`src/rtl/skyp_pkg.sv`:
```
// Shared constants, codes and types of the skyline profile assembly core.
package skyp_pkg;

  localparam int MAX_EQ    = 1024;
  localparam int EQ_AW     = 10;
  localparam int PROF_AW   = 16;
  localparam int PROF_DEPTH = 65536;
  localparam int TBL_W     = 32;
  localparam int DATA_W    = 32;
  localparam int LOC_W     = 17;

  localparam logic [2:0] OP_BEGIN  = 3'd0;
  localparam logic [2:0] OP_EDGE   = 3'd1;
  localparam logic [2:0] OP_END    = 3'd2;
  localparam logic [2:0] OP_ADD_A  = 3'd3;
  localparam logic [2:0] OP_ADD_B  = 3'd4;
  localparam logic [2:0] OP_READ_A = 3'd5;
  localparam logic [2:0] OP_READ_B = 3'd6;

  localparam logic [1:0] ST_DONE = 2'd0;
  localparam logic [1:0] ST_IGN  = 2'd1;
  localparam logic [1:0] ST_OVF  = 2'd2;

  localparam logic [LOC_W-1:0] LOC_MAX = '1;

  typedef enum logic [7:0] {
    S_IDLE  = 8'b0000_0001,
    S_TCLR  = 8'b0000_0010,
    S_SCAN  = 8'b0000_0100,
    S_SCLR  = 8'b0000_1000,
    S_LOOK  = 8'b0001_0000,
    S_FETCH = 8'b0010_0000,
    S_MATH  = 8'b0100_0000,
    S_DONE  = 8'b1000_0000
  } state_t;

endpackage

```
`src/rtl/skyp_qmul.sv`:
```
// Q16.16 multiplier: registered product, then round half up and saturate.
module skyp_qmul
  import skyp_pkg::*;
(
  input  logic                     clk,
  input  logic signed [DATA_W-1:0] a,
  input  logic signed [DATA_W-1:0] b,
  output logic signed [DATA_W-1:0] q_r
);

  logic signed [2*DATA_W-1:0] prod_r;
  logic signed [2*DATA_W-1:0] rnd;
  logic signed [2*DATA_W-17:0] shq;
  logic signed [DATA_W-1:0]   q_nxt;

  // round half up by adding one half LSB, then floor shift
  always_comb begin
    rnd = prod_r + 64'sd32768;
    shq = rnd[2*DATA_W-1:16];
    if (!shq[2*DATA_W-17] && (shq[2*DATA_W-18:DATA_W-1] != '0)) begin
      q_nxt = 32'sh7FFF_FFFF;
    end else if (shq[2*DATA_W-17] && (shq[2*DATA_W-18:DATA_W-1] != '1)) begin
      q_nxt = 32'sh8000_0000;
    end else begin
      q_nxt = shq[DATA_W-1:0];
    end
  end

  always_ff @(posedge clk) begin
    prod_r <= a * b;
    q_r    <= q_nxt;
  end

endmodule

```
`config.mk`:
```
export PLATFORM = sky130hd
export DESIGN_NAME = skyp_qmul
export DESIGN_NICKNAME = d
export VERILOG_FILES = /design/src/rtl/skyp_pkg.sv /design/src/rtl/skyp_qmul.sv
export SDC_FILE = /design/constraint.sdc
export NUM_CORES = 2
export LEC_CHECK = 0
export BUFFER_PORTS_ARGS = -buffer_cell sky130_fd_sc_hd__buf_2
export CAP_MARGIN = 20
export CORE_UTILIZATION = 61
export DETAILED_ROUTE_END_ITERATION = 16
export GPL_ROUTABILITY_DRIVEN = 1
export PLACE_DENSITY = 0.87
export SLEW_MARGIN = 40
export SYNTH_ARGS = -nofsm -noshare
export SYNTH_HDL_FRONTEND = slang
export SYNTH_SLANG_ARGS = --single-unit
```
`constraint.sdc`:
```
create_clock -name clk -period 9.7 [get_ports clk]
set_input_delay 0.485 -clock clk [delete_from_list [all_inputs] [get_ports clk]]
set_output_delay 0.485 -clock clk [all_outputs]
set_load 0.02 [all_outputs]
```
==> metrics.csv <==
metric;value;unit
ios;97;
yosysWarnings;0;
crit_arrival;8.99;ns
rsz0062_at_grt;false;
cts_setup_buffers;0;
period_needed;8.719;ns
clk_pin_slew;0.06;ns
syn_nets;5499;
grt_use_total;0.3351;
dr.first_iter.drc_count;2165;
crit_path_max_fanout;32;
cts_hold_buf;0;
ys_types;58;
num_rows;92;
htreeDepth;3;
ys_top_cells_by_area;fa_1 55%, inv_1 9.5%, and2_1 8.3%;
yosysSeqAreaShare;0.04156;
yosysMostFrequentCell;fa_1;
status;finished, final reports clean;
areaGrowthSynthToFinish;3.226;%
cts_buffers;9;
grt_max_degree;33;
dr.pass1.iters;6;
synth_top_cells_by_count;1081 x fa_1, 989 x inv_1, 532 x nand2_1, 517 x and2_1, 205 x clkbuf_1;
finalCritPeriodShare;0.8989;
syn_inst;4172;
worstPathRequired;9.97;ns
async_flop_share;0;
die_h;254.9;µm
hold_class;reg2reg;
syn_area;39020;µm²
max_cap_violations;0;
grt_pass1_wl;166600;µm
vias;28490;
ys_ff_latch;81;
ys.flop_type;dfxtp_1;
critPathKind;in2reg;
synth_edf_count;0;
clkSinkCount;81;
slew_viol_final;0;
synth_top_area_cell;fa_1;
die_area;64980;µm²
routabilityCongestion;0.9605;
die_w;254.9;µm
clockRootBuffer;clkbuf_16;
end_kind;flip-flop;
final_hold_viol_count;0;
antenna_found_initial;6;
cts-resized-gates;0;
synth_top_area_share;0.5546;
fin_skew;0.006371;ns
grt_overflow_total;0;
postSynthAreaPerCell;9.353;µm²
finalNetCount;5421;
hpwlAfterDp;83230;µm
wl_per_cell;20.40;µm
setup_violations;0;
max_slew_margin;0.3926;
clockBufferDepth;2;
drt_wl_total;100900;µm
drc;0;
drive_gt1_frac;0.03929;
portBuffers;96;
grt_pass1_vias;32430;
tns;0;ns
initial_utilization;0.6186;
detail_route.vias_per_cell;5.756;
cp-start-kind;primary input;
clk-insertion-delay-late;0.34;ns
drtAntennaViolNets;0;
coreArea;63080;µm²
worst_pin_slew;0.8969;ns
clock.fmax;0.1147;GHz
cts_tree;done;
[worst max-delay path, cell delays in order]
cell and delay [ns]:
buf_2 0.50, nand2_1 0.25, inv_1 0.15, fa_1 0.39
inv_1 0.23, fa_1 0.46, inv_1 0.23, fa_1 0.53
fa_1 0.96, inv_1 0.41, fa_1 0.58, inv_1 0.05
fa_1 0.52, inv_1 0.05, fa_1 0.48, inv_1 0.06
fa_1 0.48, ha_1 0.43, nand4_1 0.18, or3_1 0.38
a2111oi_0 0.57, nor3_1 0.15, o31ai_1 0.31, xnor2_1 0.15
[sequential cells by signal (all words and copies together) (netlist names)]
signal,flops
prod_r,49
q_r,32
[cell usage in the layout (no fill, tap or decap), drive strengths merged, types with 6 or more instances in the layout]
cell	instances
a211oi	14
a21o	39
a21oi	65
a31oi	11
and2	518
and3	21
and4	10
buf	123
clkbuf	11
dfxtp	81
fa	1081
ha	181
inv	988
nand2	532
nand2b	15
nand3	31
nand4	24
nor2	85
nor2b	12
nor3	14
nor4	8
o21a	6
o21ai	61
o21bai	8
or3	6
xnor2	56
xor2	37
[per-stage QoR]
step | instance area (µm²) | worst slack [ns] | hold WS [ns] | util | std cells
2_1_floorplan | 39020 | 1.836 | 0.5241 | - | 4172
6_report | 40280 | 0.9805 | 0.5895 | 0.6385 | 4949
3_5_place_dp | 39940 | 0.6541 | 0.5873 | 0.6331 | 4928
5_1_grt | 40280 | 0.4067 | 0.6304 | 0.6385 | 4949
3_3_place_gp | 39940 | 1.002 | 0.5758 | 0.6331 | 4928
4_1_cts | 40260 | 0.9921 | 0.5936 | 0.6382 | 4943
[routing by layer]
layer	part of all wire	global-route usage	wire (µm)	vias to the layer above
li1	-	-	-	11900
met1	0.33	0.3728	33500	14460
met2	0.49	0.5719	49850	1588
met3	0.086	0.06631	8632	540
met4	0.089	0.2500	8964	0
met5	0	0	0	-
[layout make-up]
cell class	count	area (µm²)
clock inverter	4	77.57
fill	4803	22800
tap	846	1059
inverter	989	3712
multi-input combinational	2890	32870
sequential	81	1622
timing repair buffer	123	683.2
antenna	5	12.51
clock buffer	11	242.7
[final timing paths]
| kind | startpoint | end | slack, ns | cells after the start |
|---|---|---|---|---|
| worst min-delay path | prod_r[27] | q_r[11] | 0.59 | 2 |
| worst max-delay path | a[31] | prod_r[63] | 0.98 | 24 |
| worst max register to register | prod_r[22] | q_r[3] | 5.97 | 10 |
| worst min register to register | prod_r[27] | q_r[11] | 0.59 | 2 |
[logic make-up after synthesis]
logic type | after synthesis | share of synthesized area
adders and majority gates | 1262 | 0.6127
buffers and inverters | 1201 | 0.1160
DFF | 81 | 0.04156
xor gates and xnor gates | 93 | 0.02088
AOI/OAI and AO/OA | 245 | 0.04076
and+or+nand+nor | 1288 | 0.1675
muxes | 2 | 0.0005451
Power is left out: the tool's default activity adds up to more than one toggle a clock period on the data nets, which glitch-free logic cannot reach.
